File: config.mk
export PLATFORM = sky130hd
export DESIGN_NAME = multi_button_click_detector
export DESIGN_NICKNAME = d
export VERILOG_FILES = /design/src/sv/mbcd_pkg.sv /design/src/sv/multi_button_click_detector.sv
export VERILOG_INCLUDE_DIRS = /design/src /design/src/sv
export SDC_FILE = /design/constraint.sdc
export NUM_CORES = 1
export LEC_CHECK = 0
export BUFFER_PORTS_ARGS = -buffer_cell sky130_fd_sc_hd__clkbuf_2
export CAP_MARGIN = 10
export CELL_PAD_IN_SITES_DETAIL_PLACEMENT = 1
export CELL_PAD_IN_SITES_GLOBAL_PLACEMENT = 1
export CORE_UTILIZATION = 53
export DETAILED_ROUTE_END_ITERATION = 6
export PLACE_DENSITY = 0.83
export SYNTH_ARGS = -nofsm -noshare
export SYNTH_HDL_FRONTEND = slang
export SYNTH_SLANG_ARGS = --single-unit
export TNS_END_PERCENT = 100
File: constraint.sdc
create_clock -name clk -period 13.7 [get_ports clk]
set_input_delay 4.11 -clock clk [delete_from_list [all_inputs] [get_ports clk]]
set_output_delay 4.11 -clock clk [all_outputs]
set_load 0.02 [all_outputs]
File: src/sv/multi_button_click_detector_assert.svh
// ---------------------------------------------------------------------------
// Assertion macros for the multi-button click detector
// Concurrent checks that simulation keeps and synthesis drops.
// ---------------------------------------------------------------------------
`ifndef MULTI_BUTTON_CLICK_DETECTOR_ASSERT_SVH
`define MULTI_BUTTON_CLICK_DETECTOR_ASSERT_SVH

`ifndef SYNTHESIS

// Same-cycle implication, quiet while reset is asserted
`define MBCD_ASSERT_NOW(label, clk, rst_n, ante, cons) \
    label: assert property (@(posedge clk) disable iff (!rst_n) (ante) |-> (cons)) \
        else $error("mbcd check failed");

// Next-cycle implication, quiet while reset is asserted
`define MBCD_ASSERT_NEXT(label, clk, rst_n, ante, cons) \
    label: assert property (@(posedge clk) disable iff (!rst_n) (ante) |=> (cons)) \
        else $error("mbcd check failed");

`else

`define MBCD_ASSERT_NOW(label, clk, rst_n, ante, cons)
`define MBCD_ASSERT_NEXT(label, clk, rst_n, ante, cons)

`endif

`endif

File: src/sv/mbcd_pkg.sv
// ---------------------------------------------------------------------------
// mbcd_pkg
// Types and constants of the multi-button click detector.
// ---------------------------------------------------------------------------
package mbcd_pkg;

    // Buttons reachable through the 3-bit index of a level update
    localparam int ADDR_BUTTONS = 8;

    localparam logic [15:0] DEBOUNCE_RESET = 16'd30;
    localparam logic [15:0] WINDOW_RESET   = 16'd350;

    // Register index, taken from paddr[2]
    localparam logic REG_DEBOUNCE = 1'b0;
    localparam logic REG_WINDOW   = 1'b1;

    // Input kind and click type codes
    localparam logic KIND_LEVEL   = 1'b0;
    localparam logic KIND_TICK    = 1'b1;
    localparam logic CLICK_SINGLE = 1'b0;
    localparam logic CLICK_DOUBLE = 1'b1;

    typedef enum logic [2:0] {
        SEQ_IDLE = 3'b001,
        SEQ_WALK = 3'b010,
        SEQ_EMIT = 3'b100
    } seq_state_t;

    typedef enum logic [4:0] {
        BTN_IDLE     = 5'b00001,
        BTN_DEBOUNCE = 5'b00010,
        BTN_DOWN     = 5'b00100,
        BTN_UP_WAIT  = 5'b01000,
        BTN_DBL_DEB  = 5'b10000
    } btn_state_t;

endpackage

File: src/sv/multi_button_click_detector.sv
// ---------------------------------------------------------------------------
// multi_button_click_detector
// Debounce and single/double click detection for a bank of pushbuttons.
// ---------------------------------------------------------------------------
// Each button runs a five-state machine (idle, debounce, down, up-wait,
// second-press debounce) with a 16-bit millisecond countdown. A level update
// (tuser = 0) is applied in the cycle it is accepted; when a release during
// the second-press debounce yields a double click, that click is then handed
// to the output register once it is free. A tick (tuser = 1) is accepted and
// then walks the min(NUM_BUTTONS, 8) stored buttons one per cycle through a
// single shared subtract-and-compare unit, and hands each click it produces
// to the output register while the output side keeps up.
// Only buttons 0 to 7 can be addressed; any further buttons stay idle and are
// not stored. Clicks of one tick leave in button order and the final one
// carries tlast. The input side is not ready while a tick is walked or clicks
// are being handed over; a finished click may wait in the output register
// while the next request is taken. Debounce time lies at address 0 and the
// double-click window at address 4; write them only while the block is idle.
// ---------------------------------------------------------------------------
`include "multi_button_click_detector_assert.svh"

module multi_button_click_detector #(
    parameter int NUM_BUTTONS = 8
) (
    input  logic        clk,
    input  logic        rst_n,
    // request in
    input  logic        s_axis_tvalid,
    output logic        s_axis_tready,
    input  logic [23:0] s_axis_tdata,   // [2:0] button_index, [3] level, [19:4] elapsed_ms
    input  logic        s_axis_tuser,   // [0] kind
    // clicks out
    output logic        m_axis_tvalid,
    input  logic        m_axis_tready,
    output logic [7:0]  m_axis_tdata,   // [2:0] button_id
    output logic        m_axis_tuser,   // [0] click_type
    output logic        m_axis_tlast,
    // configuration
    input  logic        psel,
    input  logic        penable,
    input  logic        pwrite,
    input  logic [2:0]  paddr,
    input  logic [31:0] pwdata,
    output logic [31:0] prdata,
    output logic        pready
);
    import mbcd_pkg::*;

    localparam int NB    = (NUM_BUTTONS < ADDR_BUTTONS) ? NUM_BUTTONS : ADDR_BUTTONS;
    localparam int IDX_W = (NB > 1) ? $clog2(NB) : 1;

    // configuration registers
    logic [15:0] debounce_reg;
    logic [15:0] window_reg;

    // per-button state
    btn_state_t  bstate_reg [NB];
    logic [15:0] cd_reg     [NB];

    // sequencer
    seq_state_t       seq_reg, seq_next;
    logic [IDX_W-1:0] walk_reg;
    logic [15:0]      elapsed_reg;
    logic [NB-1:0]    ev_mask_reg, ev_mask_next;
    logic [NB-1:0]    ev_type_reg, ev_type_next;

    // output register
    logic       out_valid_reg;
    logic [2:0] out_id_reg;
    logic       out_type_reg;
    logic       out_last_reg;

    // input fields
    logic [2:0]  in_idx;
    logic        in_level;
    logic [15:0] in_elapsed;
    logic        in_kind;
    logic        in_accept;
    logic        cfg_write;

    // shared unit and state write port
    logic [IDX_W-1:0] cur_idx;
    btn_state_t       cur_state;
    logic [15:0]      cur_cd;
    logic [16:0]      diff;
    logic             expired;
    logic             wr_en;
    btn_state_t       wr_state;
    logic [15:0]      wr_cd;
    logic             ev_set;
    logic             ev_kind;
    logic             upd_ok;

    // emit selection
    logic [IDX_W-1:0] sel_idx;
    logic [NB-1:0]    rest_mask;
    logic             out_load;

    assign in_idx     = s_axis_tdata[2:0];
    assign in_level   = s_axis_tdata[3];
    assign in_elapsed = s_axis_tdata[19:4];
    assign in_kind    = s_axis_tuser;

    assign s_axis_tready = (seq_reg == SEQ_IDLE);
    assign in_accept     = s_axis_tvalid && s_axis_tready;

    assign pready    = 1'b1;
    assign cfg_write = psel && penable && pwrite;
    assign prdata    = (paddr[2] == REG_WINDOW) ? {16'b0, window_reg} : {16'b0, debounce_reg};

    assign upd_ok  = (int'(in_idx) < NB);
    assign cur_idx = (seq_reg == SEQ_WALK) ? walk_reg : in_idx[IDX_W-1:0];

    always_comb
    begin
        cur_state = BTN_IDLE;
        cur_cd    = '0;
        if (int'(cur_idx) < NB)
        begin
            cur_state = bstate_reg[cur_idx];
            cur_cd    = cd_reg[cur_idx];
        end
    end

    // shared subtract: countdown minus elapsed, run out when not positive
    assign diff    = {1'b0, cur_cd} - {1'b0, elapsed_reg};
    assign expired = diff[16] || (diff[15:0] == 16'd0);

    always_comb
    begin
        wr_en    = 1'b0;
        wr_state = cur_state;
        wr_cd    = cur_cd;
        ev_set   = 1'b0;
        ev_kind  = CLICK_SINGLE;
        if (in_accept && (in_kind == KIND_LEVEL) && upd_ok)
        begin
            unique case (cur_state)
                BTN_IDLE:
                begin
                    if (in_level)
                    begin
                        wr_en = 1'b1; wr_state = BTN_DEBOUNCE; wr_cd = debounce_reg;
                    end
                end
                BTN_DEBOUNCE:
                begin
                    if (!in_level)
                    begin
                        wr_en = 1'b1; wr_state = BTN_IDLE; wr_cd = '0;
                    end
                end
                BTN_DOWN:
                begin
                    if (!in_level)
                    begin
                        wr_en = 1'b1; wr_state = BTN_UP_WAIT; wr_cd = window_reg;
                    end
                end
                BTN_UP_WAIT:
                begin
                    if (in_level)
                    begin
                        wr_en = 1'b1; wr_state = BTN_DBL_DEB; wr_cd = debounce_reg;
                    end
                end
                BTN_DBL_DEB:
                begin
                    if (!in_level)
                    begin
                        wr_en = 1'b1; wr_state = BTN_IDLE; wr_cd = '0;
                        ev_set = 1'b1; ev_kind = CLICK_DOUBLE;
                    end
                end
                default:
                begin
                    wr_en = 1'b1; wr_state = BTN_IDLE; wr_cd = '0;
                end
            endcase
        end
        else if ((seq_reg == SEQ_WALK) && (cur_cd != 16'd0))
        begin
            wr_en = 1'b1;
            if (expired)
            begin
                wr_cd = '0;
                unique case (cur_state)
                    BTN_DEBOUNCE: wr_state = BTN_DOWN;
                    BTN_UP_WAIT:
                    begin
                        wr_state = BTN_IDLE; ev_set = 1'b1; ev_kind = CLICK_SINGLE;
                    end
                    BTN_DBL_DEB:
                    begin
                        wr_state = BTN_IDLE; ev_set = 1'b1; ev_kind = CLICK_DOUBLE;
                    end
                    default: wr_state = BTN_IDLE;
                endcase
            end
            else
            begin
                wr_cd = diff[15:0];
            end
        end
    end

    // pick the lowest pending click; last when nothing remains behind it
    always_comb
    begin
        sel_idx = '0;
        for (int i = NB - 1; i >= 0; i--)
        begin
            if (ev_mask_reg[i])
            begin
                sel_idx = IDX_W'(i);
            end
        end
        for (int i = 0; i < NB; i++)
        begin
            rest_mask[i] = ev_mask_reg[i] && (IDX_W'(i) != sel_idx);
        end
    end

    assign out_load = (seq_reg == SEQ_EMIT) && (!out_valid_reg || m_axis_tready);

    always_comb
    begin
        seq_next     = seq_reg;
        ev_mask_next = ev_mask_reg;
        ev_type_next = ev_type_reg;
        if (ev_set)
        begin
            ev_mask_next[cur_idx] = 1'b1;
            ev_type_next[cur_idx] = ev_kind;
        end
        unique case (seq_reg)
            SEQ_IDLE:
            begin
                if (in_accept)
                begin
                    if (in_kind == KIND_TICK)
                    begin
                        seq_next = SEQ_WALK;
                    end
                    else if (ev_set)
                    begin
                        seq_next = SEQ_EMIT;
                    end
                end
            end
            SEQ_WALK:
            begin
                if (walk_reg == IDX_W'(NB - 1))
                begin
                    seq_next = ((ev_mask_reg != '0) || ev_set) ? SEQ_EMIT : SEQ_IDLE;
                end
            end
            SEQ_EMIT:
            begin
                if (out_load)
                begin
                    ev_mask_next = rest_mask;
                    if (rest_mask == '0)
                    begin
                        seq_next = SEQ_IDLE;
                    end
                end
            end
            default: seq_next = SEQ_IDLE;
        endcase
    end

    always_ff @(posedge clk or negedge rst_n)
    begin
        if (!rst_n)
        begin
            debounce_reg <= DEBOUNCE_RESET;
            window_reg   <= WINDOW_RESET;
        end
        else if (cfg_write)
        begin
            if (paddr[2] == REG_DEBOUNCE)
            begin
                debounce_reg <= pwdata[15:0];
            end
            else
            begin
                window_reg <= pwdata[15:0];
            end
        end
    end

    always_ff @(posedge clk or negedge rst_n)
    begin
        if (!rst_n)
        begin
            for (int i = 0; i < NB; i++)
            begin
                bstate_reg[i] <= BTN_IDLE;
                cd_reg[i]     <= '0;
            end
        end
        else if (wr_en)
        begin
            bstate_reg[cur_idx] <= wr_state;
            cd_reg[cur_idx]     <= wr_cd;
        end
    end

    always_ff @(posedge clk or negedge rst_n)
    begin
        if (!rst_n)
        begin
            seq_reg     <= SEQ_IDLE;
            walk_reg    <= '0;
            ev_mask_reg <= '0;
        end
        else
        begin
            seq_reg     <= seq_next;
            ev_mask_reg <= ev_mask_next;
            if (seq_reg == SEQ_WALK)
            begin
                walk_reg <= walk_reg + IDX_W'(1);
            end
            else
            begin
                walk_reg <= '0;
            end
        end
    end

    always_ff @(posedge clk)
    begin
        ev_type_reg <= ev_type_next;
        if (in_accept)
        begin
            elapsed_reg <= in_elapsed;
        end
    end

    always_ff @(posedge clk or negedge rst_n)
    begin
        if (!rst_n)
        begin
            out_valid_reg <= 1'b0;
        end
        else if (out_load)
        begin
            out_valid_reg <= 1'b1;
        end
        else if (m_axis_tready)
        begin
            out_valid_reg <= 1'b0;
        end
    end

    always_ff @(posedge clk)
    begin
        if (out_load)
        begin
            out_id_reg   <= 3'(sel_idx);
            out_type_reg <= ev_type_reg[sel_idx];
            out_last_reg <= (rest_mask == '0);
        end
    end

    assign m_axis_tvalid = out_valid_reg;
    assign m_axis_tdata  = {5'b0, out_id_reg};
    assign m_axis_tuser  = out_type_reg;
    assign m_axis_tlast  = out_last_reg;

    // hand-over never runs with nothing pending
    `MBCD_ASSERT_NOW(a_emit_pending, clk, rst_n, seq_reg == SEQ_EMIT, ev_mask_reg != '0)
    // an accepted tick always starts a walk
    `MBCD_ASSERT_NEXT(a_tick_walks, clk, rst_n, in_accept && (in_kind == KIND_TICK),
                      seq_reg == SEQ_WALK)
    // the walk index stays on stored buttons
    `MBCD_ASSERT_NOW(a_walk_range, clk, rst_n, seq_reg == SEQ_WALK,
                     int'(walk_reg) < NB)

endmodule
==> qor.txt, run 1 <==
# nets final = 1312
max cap viols = 0
library cells used by synthesis = 97
Initial Util = 0.541
RD Place Congestion = 0.845
crit path launch type = primary input
chip height = 163 µm
top_reg_cell synth = dfrtp_1
final core occ = 0.595
Hold Crit Class = reg -> reg
drt wl/cell = 25.7 µm
CTS Buf Count = 27
final hold violation count = 0
Ant. Diodes = 0
Req. time, crit path = 14160 ps
reg2reg path depth = 16
# setup viols final = 0
leakage = 0.00665 µW
Die X = 163 µm
syn avg cell area = 11.6 µm²
register area = 0.00627 mm²
Post-synth top cells = dfrtp_1, mux2_2, nor2_1
Tot GR Track Use = 0.316
die area = 0.0264 mm²
largest net degree at the start of global routing = 86
RR Endpoint = bstate_reg[37]
status = finished clean
ranking of synthesized cells by area = dfrtp_1, mux2_2, edfxtp_1, dfstp_2, mux2i_1
CP max FO = 34
Layout Skew = 8.85 ps
GR Util met1 = 0.409
Hold-fix buffers, CTS = 0
Worst Setup End Kind = flip-flop
worst hold path endpoint = cd_reg[50]
CTS root buf = clkbuf_16
Iter 0 DRT Violations = 893
reg2reg start = seq_reg[0]
post_cts resized = 0
Overflow after GRT = 0
peak supply drop = 0.143 mV
number of post-CTS setup repair buffers = 0
setup TNS = 0 ps
most common cell in the netlist = dfrtp_1
worst-margin pin slew = 1240 ps
Crit Path Class = in -> reg
Worst Hold Launch = cd_reg[50]
Worst Path Arrival = 11090 ps
gr busiest metal = met2
Syn-to-layout area delta = 9.90%
post-synth top area cell = dfrtp_1
YS warnings = 0
Remaining DRCs = 0
RSZ-0062 raised after global routing = false
I/O pins = 112
initial antenna violation count = 0
M3 GR Usage = 0.0469
met2 GRT Util = 0.540
Multi-input gate area = 0.00683 mm²
Hold Path Depth = 1
CTS Buffer Depth = 3
vias in the first global route = 11.2k
Num Clock Sinks = 244
R2R setup slack = 6100 ps
Detailed Place HPWL = 27.0 mm
Synth top area share = 0.359
via/cell ratio = 6.54
Core ar. = 0.0253 mm²
routed vias = 10.3k
max reg flops = 128
fin. max-slew vios = 0
post-route ant nets = 0
Synth Cell Area = 0.0137 mm²
period utilization = 0.776
H-tree levels = 1
Slew headroom = 0.172
first-pass iteration count of the detailed router = 5
PortBufs = 67
post-synthesis sequential area ratio = 0.459
# rows = 58
top achievable clock speed = 0.0941 GHz
clock tree from TritonCTS = yes
fraction of registers with async set/reset = 0.881
WL final = 40.4 mm
dpl ws = 2750 ps
# fillers = 2635
pwr/cell area = 160 mW/mm²
slack of the critical path = 3070 ps
Final min period = 10630 ps
first-pass GRT wire length = 64.4 mm
CTS clk-pin slew, worst paths = 60 ps
layout cells sized above 1 = 0.317
Syn Inst Count = 1178
Clock Latency Late Sink = 530 ps
Post-synth EDFFs = 29
FF+latch count, synth = 244
-- layout by cell type, fill, tap and decap left out, drive strengths merged, types with 16 or more instances in the layout --
cell type / n
a21oi: 42
a22oi: 26
a2bb2oi: 19
buf: 22
clkbuf: 100
conb: 22
dfrtp: 196
dfstp: 19
edfxtp: 29
ha: 18
inv: 37
mux2: 208
mux2i: 50
nand2: 55
nand3: 24
nor2: 64
nor3: 16
o21ai: 27
o22ai: 24
-- worst max-delay path, cell delays in order --
cell and delay [ps]:
clkbuf_2 70, buf_4 450, clkinv_1 500, o21ai_2 480
buf_4 350, o221ai_1 170, a222oi_1 510, ha_1 370
nand3_1 100, and2_1 190, a21o_1 220, nor4b_1 160
a2111oi_0 680, nand4_1 250, o41ai_1 1030, nor3b_4 480
mux2i_1 640, mux2_2 290
-- worst max-delay path by stage --
stage / startpoint / endpoint / slack, ps / cells past startpoint
after CTS: s_axis_tdata[0] / bstate_reg[37] / 3220 / 18
after floorplan: paddr[2] / prdata[10] / 4420 / 3
after global routing: s_axis_tdata[0] / bstate_reg[37] / 2480 / 18
after global placement: s_axis_tdata[0] / bstate_reg[27] / 2840 / 18
final: s_axis_tdata[0] / bstate_reg[37] / 3070 / 18
after detailed placement: s_axis_tdata[0] / bstate_reg[37] / 2750 / 18
-- kinds of logic after synthesis --
logic type / after synthesis / synth area share
other: 2 / 0.000550
and+or+nand+nor: 250 / 0.100
muxes: 264 / 0.219
buffers and inverters: 128 / 0.0485
adders and majority gates: 19 / 0.0179
AOI/OAI and AO/OA: 256 / 0.145
xor gates and xnor gates: 15 / 0.00961
DFF: 244 / 0.459
-- layout make-up --
type / count / area share
clock buffer: 33 / 0.0478
clock inverter: 16 / 0.00850
tap: 330 / 0.0275
inverter: 38 / 0.00950
multi-input combinational: 826 / 0.455
timing repair buffer: 89 / 0.0339
sequential: 244 / 0.418
-- metal layers --
metal / vias up / share of wire
li1: 4486 / -
met1: 5330 / 0.41
met4: 0 / 0.033
met5: - / 0
met3: 101 / 0.056
met2: 384 / 0.50
-- where the power goes --
part           switching, µW  internal, µW  total [µW]  leakage, µW
Clock                    298           408         706     0.000423
Combinational            499           282         781      0.00308
Sequential              66.9           850         917      0.00314
-- per-stage QoR --
stage	cells	power (µW)	area, µm²	hold WS [ps]
2_1_floorplan	1198	1460	13700	454
3_3_place_gp	1527	1650	14200	463
3_5_place_dp	1527	1680	14200	480
4_1_cts	1576	2400	15000	494
5_1_grt	1576	2510	15000	514
6_report	1576	2400	15000	496
Power figures use the tool's default switching activity.
==> run 2: changes to the inputs <==
Settings changed: CORE_UTILIZATION 53 to 49, PLACE_DENSITY 0.83 to 0.78.
Clock period 13.7 ns to 10.7 ns, I/O delays scaled along.
==> run 2 against run 1 <==
  * Largest power group unchanged
  * Critical path depth rose by 1
  * First-iteration DRC count shrank 14%
  * Clock power grew 40%
==> qor.txt, run 2 (same netlist as run 1, synthesis figures left out) <==
Placed Area = 0.0143 mm² (+0.58%)
# nets final = 1315 (+0.23%)
fin. max-slew vios = 0 (unchanged)
I/O pins = 112 (unchanged)
Layout Skew = 16.7 ps (+7.81 ps)
first-pass iteration count of the detailed router = 5 (unchanged)
CP max FO = 17 (-50%)
CTS Buffer Depth = 3 (unchanged)
top achievable clock speed = 0.112 GHz
clock tree from TritonCTS = yes
initial antenna violation count = 0 (unchanged)
Final min period = 8900 ps
Detailed Place HPWL = 26.7 mm (-1.0%)
vias in the first global route = 10.9k (-2.7%)
PortBufs = 67 (unchanged)
CTS root buf = clkbuf_16
Worst Setup End Kind = flip-flop
largest net degree at the start of global routing = 86 (unchanged)
peak supply drop = 0.167 mV (+17%)
leakage = 0.00669 µW (+0.69%)
Slew headroom = 0.211 (+0.0393)
# rows = 60 (+3.4%)
met2 GRT Util = 0.488 (-0.0521)
Tot GR Track Use = 0.287 (-0.0291)
Overflow after GRT = 0 (unchanged)
die area = 0.0286 mm² (+8.1%)
Req. time, crit path = 11170 ps (-2990 ps)
first-pass GRT wire length = 63.5 mm (-1.5%)
beginning of the critical path = s_axis_tdata[0]
period utilization = 0.831
CTS clk-pin slew, worst paths = 60 ps (about the same)
number of post-CTS setup repair buffers = 0 (unchanged)
Worst Hold Launch = cd_reg[56]
setup TNS = 0 ps (unchanged)
M3 GR Usage = 0.0351 (-0.0118)
Die X = 169 µm (+4.0%)
pwr/cell area = 208 mW/mm² (+30%)
Iter 0 DRT Violations = 768 (-14%)
Finished Cell Area = 0.0152 mm² (+1.2%)
Crit Path Class = in -> reg
post-route ant nets = 0 (unchanged)
GR Util met1 = 0.380 (-0.0281)
commonest non-fill, non-tap cells in the layout = dfrtp_1, mux2_2, clkbuf_2
drt wl/cell = 24.5 µm (-4.4%)
Core ar. = 0.0272 mm² (+7.6%)
max reg flops = 128 (unchanged)
crit path launch type = primary input
Remaining DRCs = 0 (unchanged)
WL final = 39.8 mm (-1.6%)
final hold violation count = 0 (unchanged)
most common library cell in the layout ignoring fill and taps = dfrtp_1
H-tree levels = 1 (unchanged)
RSZ-0062 raised after global routing = false
via/cell ratio = 6.25 (-4.4%)
Hold Crit Class = reg -> reg
Hold-fix buffers, CTS = 0 (unchanged)
Ant. Diodes = 0 (unchanged)
Worst Path Arrival = 9370 ps (-1720 ps)
RD Place Congestion = 0.861 (+1.9%)
Initial Util = 0.503 (-0.0383)
CTS Buf Count = 28 (+3.7%)
Syn-to-layout area delta = 11.3%
max cap viols = 0 (unchanged)
reg2reg start = seq_reg[0]
routed vias = 10.1k (-1.6%)
layout cells sized above 1 = 0.317 (+0.000332)
chip height = 169 µm (+4.0%)
Num Clock Sinks = 244 (unchanged)
gr busiest metal = met2
Clock Latency Late Sink = 550 ps (+20 ps)
status = finished clean
post_cts resized = 0 (unchanged)
# setup viols final = 0 (unchanged)
worst-margin pin slew = 1180 ps (-63.9 ps)
run 2: layer usage:
metal / vias to the layer above / part of all wire / wire, µm
met5: - / 0 / 0
met4: 0 / 0.030 / 1190
met3: 82 / 0.044 / 1750
met2: 255 / 0.49 / 19700
met1: 5297 / 0.43 / 17200
li1: 4506 / - / -
run 2: where the power goes:
part	switching (µW)	internal, µW	total, µW
clock network	380	605	985
registers	82.6	1090	1170
logic	635	369	1000
total	1100	2060	3160
run 2: final cells by class:
class,instances,area [µm²]
clock buffer,46,840
clock inverter,6,109
fill,2844,12000
inverter,38,143
multi-input combinational,826,6850
sequential,244,6270
tap,372,465
timing repair buffer,91,524
run 2: critical path, cell delays in order:
cell,delay (ps)
clkbuf_2,360
clkinv_1,120
buf_4,210
o21ai_2,440
buf_4,330
o221ai_1,170
a222oi_1,490
ha_1,360
nand3_1,100
and2_1,190
a21o_1,220
nor4b_1,160
a2111oi_0,760
nand4_1,240
o41ai_1,430
buf_4,210
nor3b_4,360
mux2i_1,680
mux2_2,280
run 2: per-stage QoR:
stage | utilization | instances | total power [µW] | hold WS (ps) | worst slack, ps
after floorplan | - | 1198 | 1870 | 454 | 2870
after global placement | 0.524 | 1571 | 2130 | 466 | 1510
after detailed placement | 0.524 | 1571 | 2170 | 483 | 1440
after CTS | 0.559 | 1623 | 3160 | 496 | 1920
after global routing | 0.559 | 1623 | 3300 | 513 | 1480
final | 0.559 | 1623 | 3160 | 497 | 1800
run 2: final timing paths:
| path | endpoint | slack (ps) | cells past startpoint |
|---|---|---|---|
| setup / recovery | bstate_reg[7] | 1800 | 19 |
| min in group asynchronous | ev_mask_reg[0] | 2700 | 1 |
| setup reg to reg | bstate_reg[7] | 3690 | 18 |
| hold / removal | cd_reg[56] | 500 | 1 |
| max in group asynchronous | cd_reg[5] | 5780 | 3 |
| hold reg to reg | cd_reg[56] | 500 | 1 |
